## config.mk

```make
export PLATFORM = sky130hd
export DESIGN_NAME = http_date_parser
export DESIGN_NICKNAME = d
export VERILOG_FILES = /design/src/hdp_pkg.sv /design/src/hdp_front.sv /design/src/hdp_fifo.sv /design/src/hdp_back.sv /design/src/http_date_parser.sv
export SDC_FILE = /design/constraint.sdc
export NUM_CORES = 2
export LEC_CHECK = 0
export ABC_AREA = 1
export BUFFER_PORTS_ARGS = -buffer_cell sky130_fd_sc_hd__buf_2
export CAP_MARGIN = 20
export CORE_MARGIN = 5
export CORE_UTILIZATION = 45
export CTS_BUF_LIST = sky130_fd_sc_hd__clkbuf_8
export DETAILED_ROUTE_END_ITERATION = 8
export MAX_ROUTING_LAYER = met4
export SYNTH_ARGS = -nofsm -noshare
export SYNTH_HDL_FRONTEND = slang
export SYNTH_SLANG_ARGS = --single-unit
```

## constraint.sdc

```tcl
create_clock -name clk_i -period 9.91 [get_ports clk_i]
set_input_delay 0.4955 -clock clk_i [delete_from_list [all_inputs] [get_ports clk_i]]
set_output_delay 0.4955 -clock clk_i [all_outputs]
set_load 0.01 [all_outputs]
```

## src/hdp_pkg.sv

```systemverilog
package hdp_pkg;

  localparam int unsigned QueueDepth = 2;

  localparam logic [7:0] ChSpace = 8'h20;
  localparam logic [7:0] ChComma = 8'h2C;
  localparam logic [7:0] ChDash  = 8'h2D;
  localparam logic [7:0] ChColon = 8'h3A;
  localparam logic [7:0] ChZero  = 8'h30;
  localparam logic [7:0] ChNine  = 8'h39;

  // Parsed fields of one date string, handed from the parser to the epoch unit.
  typedef struct packed {
    logic        err;     // malformed or too short
    logic [13:0] year;
    logic [3:0]  month;   // 0 = January
    logic [4:0]  day;
    logic [6:0]  hour;
    logic [6:0]  minute;
    logic [6:0]  second;
  } hdp_rec_t;

  function automatic logic [4:0] days_in_month(input logic [3:0] m);
    logic [4:0] d;
    begin
      unique case (m)
        4'd1:                      d = 5'd28;
        4'd3, 4'd5, 4'd8, 4'd10:   d = 5'd30;
        default:                   d = 5'd31;
      endcase
      return d;
    end
  endfunction

  // 367*mon/12 - 30 - 1 - 719527 + 31 + 28, with mon rotated so March is 1.
  function automatic logic signed [20:0] month_offset(input logic [3:0] m);
    logic signed [20:0] o;
    begin
      unique case (m)
        4'd0:    o = 21'sd336 - 21'sd719499;
        4'd1:    o = 21'sd367 - 21'sd719499;
        4'd2:    o = 21'sd30  - 21'sd719499;
        4'd3:    o = 21'sd61  - 21'sd719499;
        4'd4:    o = 21'sd91  - 21'sd719499;
        4'd5:    o = 21'sd122 - 21'sd719499;
        4'd6:    o = 21'sd152 - 21'sd719499;
        4'd7:    o = 21'sd183 - 21'sd719499;
        4'd8:    o = 21'sd214 - 21'sd719499;
        4'd9:    o = 21'sd244 - 21'sd719499;
        4'd10:   o = 21'sd275 - 21'sd719499;
        default: o = 21'sd305 - 21'sd719499;
      endcase
      return o;
    end
  endfunction

endpackage

```

## src/hdp_front.sv

```systemverilog
module hdp_front (
  input  logic             clk_i,
  input  logic             rst_ni,
  input  logic             accept_i,
  input  logic [7:0]       char_i,
  input  logic             last_i,
  output logic             push_o,
  output hdp_pkg::hdp_rec_t rec_o
);
  import hdp_pkg::*;

  typedef enum logic [4:0] {
    PhWday, PhSkip, PhDay1, PhDay2, PhDaySep, PhMon1, PhMon2, PhMon3, PhMonSep,
    PhYr1, PhYr2, PhYr3, PhYr4, PhIsod0, PhIsod1, PhIsod2, PhTsep, PhHr1, PhHr2,
    PhCol1, PhMn1, PhMn2, PhCol2, PhSc1, PhSc2, PhIysep, PhDone
  } phase_e;

  typedef enum logic [1:0] {FmtNone, Fmt1123, Fmt850, FmtAsc} fmt_e;

  phase_e      phase_q, phase_d, eff;
  fmt_e        fmt_q, fmt_d;
  logic [4:0]  day_q, day_d;
  logic [7:0]  l1_q, l1_d, l2_q, l2_d;
  logic [3:0]  month_q, month_d;
  logic [13:0] year_q, year_d, year_nx;
  logic [6:0]  hour_q, hour_d, min_q, min_d, sec_q, sec_d;
  logic        err_q, err_d;
  logic        dig, want_digit, day_first;
  logic [3:0]  dval;
  logic [8:0]  day_cand;

  assign dig      = (char_i >= ChZero) && (char_i <= ChNine);
  assign dval     = char_i[3:0];
  assign year_nx  = 14'(year_q * 14'd10 + 14'(dval));
  assign day_first = (eff == PhDay1) || (eff == PhIsod1);
  assign day_cand = day_first ? 9'(dval) : 9'(day_q * 9'd10 + 9'(dval));

  always_comb begin
    priority if (phase_q == PhSkip && char_i != ChSpace) begin
      eff = (fmt_q == FmtAsc) ? PhMon1 : PhDay1;
    end else if (phase_q == PhIsod0 && char_i != ChSpace) begin
      eff = PhIsod1;
    end else begin
      eff = phase_q;
    end
  end

  always_comb begin
    want_digit = (eff == PhDay1) || (eff == PhDay2) || (eff == PhYr1) || (eff == PhYr2) ||
                 (eff == PhYr3) || (eff == PhYr4) || (eff == PhIsod1) || (eff == PhHr1) ||
                 (eff == PhHr2) || (eff == PhMn1) || (eff == PhMn2) || (eff == PhSc1) ||
                 (eff == PhSc2);
    phase_d = phase_q; fmt_d = fmt_q; day_d = day_q; l1_d = l1_q; l2_d = l2_q;
    month_d = month_q; year_d = year_q; hour_d = hour_q; min_d = min_q; sec_d = sec_q;
    err_d = err_q;
    if (want_digit && !dig) begin
      err_d = 1'b1;
    end else begin
      case (eff)
        PhWday: begin
          if (char_i == ChComma) begin
            phase_d = PhSkip;
          end else if (char_i == ChSpace) begin
            fmt_d = FmtAsc;
            phase_d = PhSkip;
          end
        end
        PhDay1, PhDay2, PhIsod1: begin
          if (day_cand > 9'd31) begin
            err_d = 1'b1;
            day_d = 5'd31;
          end else begin
            day_d = day_cand[4:0];
          end
          phase_d = (eff == PhDay1) ? PhDay2 : (eff == PhDay2) ? PhDaySep : PhIsod2;
        end
        PhDaySep: begin
          if (char_i == ChSpace) fmt_d = Fmt1123;
          else if (char_i == ChDash) fmt_d = Fmt850;
          else err_d = 1'b1;
          phase_d = PhMon1;
        end
        PhMon1: begin
          if (char_i == "J" || char_i == "F" || char_i == "M" || char_i == "A" ||
              char_i == "S" || char_i == "O" || char_i == "N" || char_i == "D") begin
            l1_d = char_i;
            l2_d = '0;
            phase_d = PhMon2;
          end else begin
            err_d = 1'b1;
          end
        end
        PhMon2: begin
          l2_d = char_i;
          phase_d = PhMon3;
        end
        PhMon3: begin
          priority case (l1_q)
            "J":     month_d = (l2_q == "a") ? 4'd0 : (char_i == "n") ? 4'd5 : 4'd6;
            "F":     month_d = 4'd1;
            "M":     month_d = (char_i == "r") ? 4'd2 : 4'd4;
            "A":     month_d = (l2_q == "p") ? 4'd3 : 4'd7;
            "S":     month_d = 4'd8;
            "O":     month_d = 4'd9;
            "N":     month_d = 4'd10;
            default: month_d = 4'd11;
          endcase
          phase_d = PhMonSep;
        end
        PhMonSep: begin
          if ((fmt_q == Fmt1123 && char_i != ChSpace) || (fmt_q == Fmt850 && char_i != ChDash))
            err_d = 1'b1;
          phase_d = (fmt_q == FmtAsc) ? PhIsod0 : PhYr1;
        end
        PhYr1, PhYr2, PhYr3, PhYr4: begin
          year_d = year_nx;
          if (eff == PhYr2 && fmt_q == Fmt850) begin
            year_d = 14'(year_nx + ((year_nx < 14'd70) ? 14'd2000 : 14'd1900));
            phase_d = PhTsep;
          end else if (eff == PhYr4) begin
            phase_d = (fmt_q == FmtAsc) ? PhDone : PhTsep;
          end else begin
            phase_d = (eff == PhYr1) ? PhYr2 : (eff == PhYr2) ? PhYr3 : PhYr4;
          end
        end
        PhIsod0: phase_d = PhIsod1;
        PhIsod2: begin
          if (char_i == ChSpace) begin
            phase_d = PhHr1;
          end else if (dig) begin
            if (day_cand > 9'd31) begin
              err_d = 1'b1;
              day_d = 5'd31;
            end else begin
              day_d = day_cand[4:0];
            end
            phase_d = PhTsep;
          end else begin
            err_d = 1'b1;
          end
        end
        PhTsep, PhIysep: begin
          if (char_i != ChSpace) err_d = 1'b1;
          phase_d = (eff == PhTsep) ? PhHr1 : PhYr1;
        end
        PhHr1: begin hour_d = 7'(dval); phase_d = PhHr2; end
        PhHr2: begin hour_d = 7'(hour_q * 7'd10 + 7'(dval)); phase_d = PhCol1; end
        PhCol1, PhCol2: begin
          if (char_i != ChColon) err_d = 1'b1;
          phase_d = (eff == PhCol1) ? PhMn1 : PhSc1;
        end
        PhMn1: begin min_d = 7'(dval); phase_d = PhMn2; end
        PhMn2: begin min_d = 7'(min_q * 7'd10 + 7'(dval)); phase_d = PhCol2; end
        PhSc1: begin sec_d = 7'(dval); phase_d = PhSc2; end
        PhSc2: begin
          sec_d = 7'(sec_q * 7'd10 + 7'(dval));
          phase_d = (fmt_q == FmtAsc) ? PhIysep : PhDone;
        end
        default: ;
      endcase
    end
  end

  // An item after an error only counts toward the end of the string.
  always_comb begin
    push_o        = accept_i && last_i;
    rec_o.err     = err_q ? 1'b1 : (err_d || phase_d != PhDone);
    rec_o.year    = year_d;
    rec_o.month   = month_d;
    rec_o.day     = day_d;
    rec_o.hour    = hour_d;
    rec_o.minute  = min_d;
    rec_o.second  = sec_d;
  end

  always_ff @(posedge clk_i or negedge rst_ni) begin
    if (!rst_ni) begin
      phase_q <= PhWday; fmt_q <= FmtNone; day_q <= '0; l1_q <= '0; l2_q <= '0;
      month_q <= '0; year_q <= '0; hour_q <= '0; min_q <= '0; sec_q <= '0; err_q <= 1'b0;
    end else if (accept_i) begin
      if (last_i) begin
        phase_q <= PhWday; fmt_q <= FmtNone; day_q <= '0; l1_q <= '0; l2_q <= '0;
        month_q <= '0; year_q <= '0; hour_q <= '0; min_q <= '0; sec_q <= '0; err_q <= 1'b0;
      end else if (!err_q) begin
        phase_q <= phase_d; fmt_q <= fmt_d; day_q <= day_d; l1_q <= l1_d; l2_q <= l2_d;
        month_q <= month_d; year_q <= year_d; hour_q <= hour_d; min_q <= min_d;
        sec_q <= sec_d; err_q <= err_d;
      end
    end
  end

endmodule

```

## src/hdp_fifo.sv

```systemverilog
module hdp_fifo #(
  parameter int unsigned Depth = hdp_pkg::QueueDepth
) (
  input  logic              clk_i,
  input  logic              rst_ni,
  input  logic              push_i,
  input  hdp_pkg::hdp_rec_t data_i,
  input  logic              pop_i,
  output hdp_pkg::hdp_rec_t data_o,
  output logic              full_o,
  output logic              empty_o
);
  import hdp_pkg::*;

  localparam int unsigned PtrW = (Depth > 1) ? $clog2(Depth) : 1;
  localparam int unsigned CntW = $clog2(Depth + 1);

  hdp_rec_t        mem_q [Depth];
  logic [PtrW-1:0] wr_q, rd_q;
  logic [CntW-1:0] cnt_q;

  assign full_o  = (cnt_q == CntW'(Depth));
  assign empty_o = (cnt_q == '0);
  assign data_o  = mem_q[rd_q];

  always_ff @(posedge clk_i) begin
    if (push_i) mem_q[wr_q] <= data_i;
  end

  always_ff @(posedge clk_i or negedge rst_ni) begin
    if (!rst_ni) begin
      wr_q  <= '0;
      rd_q  <= '0;
      cnt_q <= '0;
    end else begin
      if (push_i) wr_q <= (wr_q == PtrW'(Depth - 1)) ? '0 : wr_q + 1'b1;
      if (pop_i)  rd_q <= (rd_q == PtrW'(Depth - 1)) ? '0 : rd_q + 1'b1;
      if (push_i && !pop_i)      cnt_q <= cnt_q + 1'b1;
      else if (pop_i && !push_i) cnt_q <= cnt_q - 1'b1;
    end
  end

endmodule

```

## src/hdp_back.sv

```systemverilog
module hdp_back (
  input  logic              clk_i,
  input  logic              rst_ni,
  input  logic              empty_i,
  input  hdp_pkg::hdp_rec_t rec_i,
  output logic              pop_o,
  output logic              valid_o,
  input  logic              ready_i,
  output logic [38:0]       secs_o,
  output logic              err_o
);
  import hdp_pkg::*;

  typedef enum logic [1:0] {StIdle, StQuot, StDays, StSecs} state_e;

  state_e             state_q;
  hdp_rec_t           rec_q;
  logic [13:0]        ya;
  logic               ya_neg;
  logic [13:0]        ya_q;
  logic               ya_neg_q;
  logic [6:0]         q100y_q, q100a_q;
  logic [26:0]        prod_y, prod_a;
  logic [6:0]         q400y;
  logic [13:0]        r100, r400;
  logic               leap, ok;
  logic signed [24:0] ybase, days, days_q;
  logic [19:0]        tod, tod_q;
  logic               ok_q;
  logic signed [42:0] secs_full;
  logic               load;

  // January and February count toward the previous year.
  always_comb begin
    ya_neg = (rec_q.month < 4'd2) && (rec_q.year == '0);
    ya     = (rec_q.month < 4'd2) ? 14'(rec_q.year - 14'd1) : rec_q.year;
    if (ya_neg) ya = '0;
  end

  // Divide by 100 through the reciprocal 5243 / 2^19, exact below 43699.
  assign prod_y = 27'(rec_q.year) * 27'd5243;
  assign prod_a = 27'(ya) * 27'd5243;

  always_comb begin
    q400y = q100y_q >> 2;
    r100  = 14'(rec_q.year - 14'(q100y_q * 14'd100));
    r400  = 14'(rec_q.year - 14'(q400y * 14'd400));
    leap  = (rec_q.year[1:0] == 2'd0) && !((r100 == '0) && (r400 != '0));
    ok    = !rec_q.err && rec_q.hour <= 7'd23 && rec_q.minute <= 7'd59 &&
            rec_q.second <= 7'd59;
    if (rec_q.day == 5'd29 && rec_q.month == 4'd1) begin
      if (!leap) ok = 1'b0;
    end else if (rec_q.day > days_in_month(rec_q.month)) begin
      ok = 1'b0;
    end
    ybase = ya_neg_q ? -25'sd365
                     : 25'(ya_q * 25'd365 + 25'(ya_q >> 2) - 25'(q100a_q) + 25'(q100a_q >> 2));
    days  = ybase + 25'(month_offset(rec_q.month)) + 25'(rec_q.day);
    tod   = 20'(rec_q.hour * 20'd3600) + 20'(rec_q.minute * 20'd60) + 20'(rec_q.second);
  end

  assign secs_full = days_q * 43'sd86400 + 43'($signed({1'b0, tod_q}));
  assign pop_o     = (state_q == StIdle) && !empty_i;
  assign load      = (state_q == StSecs) && (!valid_o || ready_i);

  always_ff @(posedge clk_i) begin
    if (pop_o) rec_q <= rec_i;
    if (state_q == StQuot) begin
      q100y_q  <= prod_y[25:19];
      q100a_q  <= prod_a[25:19];
      ya_q     <= ya;
      ya_neg_q <= ya_neg;
    end
    if (state_q == StDays) begin
      days_q <= days;
      tod_q  <= tod;
      ok_q   <= ok;
    end
  end

  always_ff @(posedge clk_i or negedge rst_ni) begin
    if (!rst_ni) begin
      state_q <= StIdle;
      valid_o <= 1'b0;
      secs_o  <= '0;
      err_o   <= 1'b0;
    end else begin
      if (load) valid_o <= 1'b1;
      else if (ready_i) valid_o <= 1'b0;
      unique case (state_q)
        StIdle: if (!empty_i) state_q <= StQuot;
        StQuot: state_q <= StDays;
        StDays: state_q <= StSecs;
        StSecs: begin
          if (load) begin
            secs_o  <= ok_q ? secs_full[38:0] : '0;
            err_o   <= !ok_q;
            state_q <= StIdle;
          end
        end
        default: state_q <= StIdle;
      endcase
    end
  end

endmodule

```

## src/http_date_parser.sv

```systemverilog
// HTTP date parser.
// Input channel: one byte of a date string per item on s_axis; tlast marks the
// final byte. RFC 1123, RFC 850 and asctime layouts are recognized.
// Output channel: one item per string on m_axis, carrying signed epoch seconds
// in tdata and an error flag in tuser; on error the seconds read zero.
// Throughput: the parser takes one byte per cycle while the result queue has
// room. Each string is closed into a queue of QUEUE_DEPTH entries; the epoch
// unit then works through queue pop, quotients, day count, seconds multiply
// and output load for each string before it pops the next one.
// Reset clears the parser state, the queue and the output register; the
// first byte may be taken in the cycle after reset is released.
// When the receiver stalls, the result is held in the output register, the
// epoch unit holds its next result and the queue fills; once full, tready
// drops and input bytes are held back.
module http_date_parser #(
  parameter int unsigned QUEUE_DEPTH = hdp_pkg::QueueDepth
) (
  input  logic        clk_i,
  input  logic        rst_ni,
  input  logic        s_axis_tvalid_i,
  output logic        s_axis_tready_o,
  input  logic [7:0]  s_axis_tdata_i,   // [7:0] char_byte
  input  logic        s_axis_tlast_i,   // end_of_string
  output logic        m_axis_tvalid_o,
  input  logic        m_axis_tready_i,
  output logic [39:0] m_axis_tdata_o,   // [38:0] epoch_seconds, [39] zero pad
  output logic        m_axis_tuser_o    // [0] parse_error
);
  import hdp_pkg::*;

  logic     accept, push, pop, full, empty;
  hdp_rec_t rec_in, rec_out;
  logic [38:0] secs;

  // Stall input only when the queue cannot take a closing string.
  assign s_axis_tready_o = !full;
  assign accept          = s_axis_tvalid_i && s_axis_tready_o;

  hdp_front u_front (
    .clk_i    (clk_i),
    .rst_ni   (rst_ni),
    .accept_i (accept),
    .char_i   (s_axis_tdata_i),
    .last_i   (s_axis_tlast_i),
    .push_o   (push),
    .rec_o    (rec_in)
  );

  hdp_fifo #(.Depth(QUEUE_DEPTH)) u_fifo (
    .clk_i   (clk_i),
    .rst_ni  (rst_ni),
    .push_i  (push),
    .data_i  (rec_in),
    .pop_i   (pop),
    .data_o  (rec_out),
    .full_o  (full),
    .empty_o (empty)
  );

  hdp_back u_back (
    .clk_i   (clk_i),
    .rst_ni  (rst_ni),
    .empty_i (empty),
    .rec_i   (rec_out),
    .pop_o   (pop),
    .valid_o (m_axis_tvalid_o),
    .ready_i (m_axis_tready_i),
    .secs_o  (secs),
    .err_o   (m_axis_tuser_o)
  );

  assign m_axis_tdata_o = {1'b0, secs};

endmodule

```

==> results by group <==
Global routing
  • Antenna violations before repair: 2
  • Largest net degree at the start of global routing: 66
  • First-pass GRT wire length: 146000 um
  • GRT Total Usage: 20.3%
  • Total gr overflow: 0
  • Number of global-route vias before repair: 28700

Yosys
  • Synth Net Count: 5455
  • Flops & latches, synth: 325
  • Sequential cell area fraction in the yosys report: 24.1%
  • Synth top area cells: ha_1 21%, edfxtp_1 17%, fa_1 15%
  • Ys async rst share: 35.4%
  • Post-synth top area share: 21.3%
  • Post-synth top flop: edfxtp_1
  • Syn avg cell area: 8.45 um2
  • Post-synth EDFFs: 210
  • Count leader, synth: inv_1
  • Mapped Cells: 4510
  • Mapped Area: 38100 um2
  • Dominant cell type by area after synthesis: ha_1
  • Netlist cell types: 70
  • Yosys warning total: 0
  • Post-synth top cells: 948 x inv_1, 890 x nand2_1, 647 x ha_1

CTS
  • CTS Hold Bufs: 1
  • CTS max path bufs: 3
  • # clock sinks: 325
  • Postcts setup bufs: 0
  • TritonCTS Buffers: 58
  • CTS-repair resized insts: 0
  • Worst skew pair latency: 680 ps
  • Clock root cell: clkbuf_8
  • H-tree levels: 2
  • Clock slew seen by the registers of the worst setup and hold paths: 60 ps
  • CTS tree: yes

STA
  • Fmax: 124 MHz
  • Crit share post-route: 81.3%
  • Min Tclk post-route: 8060 ps
  • Max Slew Vio Count: 0
  • Max-slew headroom: 26.4%
  • Setup-failing EPs final: 0
  • Setup Skew: 20.9 ps
  • Setup TNS: 0 ps
  • Worst-Margin Slew: 1100 ps
  • Final Hold Fails: 0
  • RSZ-0062 raised after global routing: false

Critical path
  • Setup crit start: u_back.ya_q[1]$_DFFE_PN_
  • Worst path slowest cell: fa_1
  • Max FO, Critical Path: 6
  • Crit-path most repeated cell: nand2_1
  • Worst endpoint data arrival time: 8500 ps
  • Crit Path Class: flip-flop to flip-flop
  • CP Data Required Time: 10350 ps
  • Setup crit end kind: flip-flop
  • Reg2Reg Launch Point: u_back.ya_q[1]$_DFFE_PN_
  • Startpoint types: flip-flop
  • Delay of the slowest critical-path stage: 550 ps

Placed design
  • Post-DP HPWL: 72900 um
  • RePlAce Congestion: 0.928
  • Port buffer count: 54

Floorplan
  • Die height: 301 um
  • Rows: 106
  • Core area: 83800 um2
  • Die area: 90600 um2
  • Initial Util: 45.4%
  • Boundary pin count: 56
  • Die width: 301 um

Finish
  • Total Nets Final: 5551
  • Register area: 9180 um2
  • Area taken by multi-input logic gates: 25100 um2
  • FILL cells: 8293
  • Area Overhead vs Synth: 7.53%
  • Layout cells sized above 1: 5.13%

Routing
  • Antenna viol nets, final: 0
  • Starting DRT DRC Count: 1224
  • WL/cell: 15.2 um
  • Max Used Layer: met4
  • First-pass iteration count of the detailed router: 5
  • Met2 wire len: 41200 um
  • DR vias/cell: 4.96
  • Via count: 28700
  • # DRC: 0
  • WL final: 87900 um
  • Routed wl met3: 3190 um
  • DRT met1 WL: 41300 um

Run
  • Max Cap Viol: 0

Min path
  • Hold Path Class: primary input to flip-flop
  • Min-delay src: m_axis_tready_i

Outcome
  • Outcome: complete, no violations
==> area by class of cell <==
cell class	count	area share [%]
multi-input cells	3184	61.4
flip-flops and latches	325	22.4
inverters	963	8.82
well taps	1134	3.46
clock buffers	64	2.15
repair buffers	74	1.05
clock inverters	46	0.712
diodes	2	0.0122
==> worst max-delay path: cells and delay by family, from the launching register on <==
kind,cells,cell delay [ps]
fa+ha+maj,8,3290
buf+inv,6,370
compound gates,7,1540
xor+xnor,2,560
simple gates,14,1630
flops,1,420
==> state kept, by name, summed over array words and instances, names as in the netlist, 4 cells and up <==
name / flops
u_front.month_q: 4
u_front.day_q: 5
u_back.q100y_q: 7
u_back.tod_q: 20
u_front.l1_q: 8
u_front.hour_q: 7
u_front.year_q: 14
u_back.days_q: 25
u_back.q100a_q: 7
u_back.ya_q: 14
u_back.rec_q: 45
u_fifo.mem_q: 90
u_front.sec_q: 7
u_front.phase_q: 5
u_back.secs_o: 39
u_front.min_q: 7
u_front.l2_q: 8
==> placed cells by master (no fill, tap or decap), types with 14 or more instances in the layout <==
cell	n
inv_1	965
nand2_1	889
ha_1	646
fa_1	285
nor2_1	235
a21oi_1	222
edfxtp_1	210
o21ai_0	177
nand3_1	170
dfrtp_1	115
xor2_1	113
xnor2_1	77
clkbuf_8	64
buf_2	53
nand4_1	50
nor3_1	40
o21ai_1	29
o22ai_1	23
a21o_1	19
buf_4	19
o21bai_1	18
nand2_2	16
a31oi_1	15
clkinv_1	14
==> final timing paths <==
check                                               endpoint  depth (start not counted)  slack, ps
worst max-delay path             u_back.days_q[24]$_DFFE_PP_                         37       1850
worst min-delay path              u_back.valid_o$_DFFE_PN0P_                          4        130
worst max register to register   u_back.days_q[24]$_DFFE_PP_                         37       1850
worst min register to register     u_back.tod_q[1]$_DFFE_PP_                          0        420
max in group asynchronous            u_fifo.rd_q$_DFFE_PN0P_                          3       8290
min in group asynchronous       u_back.secs_o[6]$_DFFE_PN0P_                          2        400
==> through the flow <==
step	std cells	setup slack, ps	util, %	area [um2]	hold slack, ps
2_1_floorplan	4510	2610	-	38100	200
3_3_place_gp	5678	1950	47.4	39800	403
3_5_place_dp	5678	1870	47.4	39800	405
4_1_cts	5789	1840	48.9	41000	65.2
5_1_grt	5792	1140	48.9	41000	101
6_report	5792	1850	48.9	41000	131
==> layer usage <==
layer  vias up  GRT usage (%)
met1     13500           26.6
met5         -              -
met4         0           5.06
met3       111           2.63
met2       392           33.5
li1      14800              -
==> cell families after synthesis <==
logic type / after synthesis / synth area share [%]
flip-flops: 325 / 24.1
AO/OA/AOI/OAI: 584 / 8.81
adder cells (fa/ha/maj): 932 / 36.2
buffers and inverters: 1001 / 9.97
AND/OR/NAND/NOR: 1475 / 16.5
XOR/XNOR: 190 / 4.37
multiplexers: 2 / 0.0526
other: 1 / 0.00984
Power is left out: the tool's default activity adds up to more than one toggle a clock period on the data nets, which glitch-free logic cannot reach.
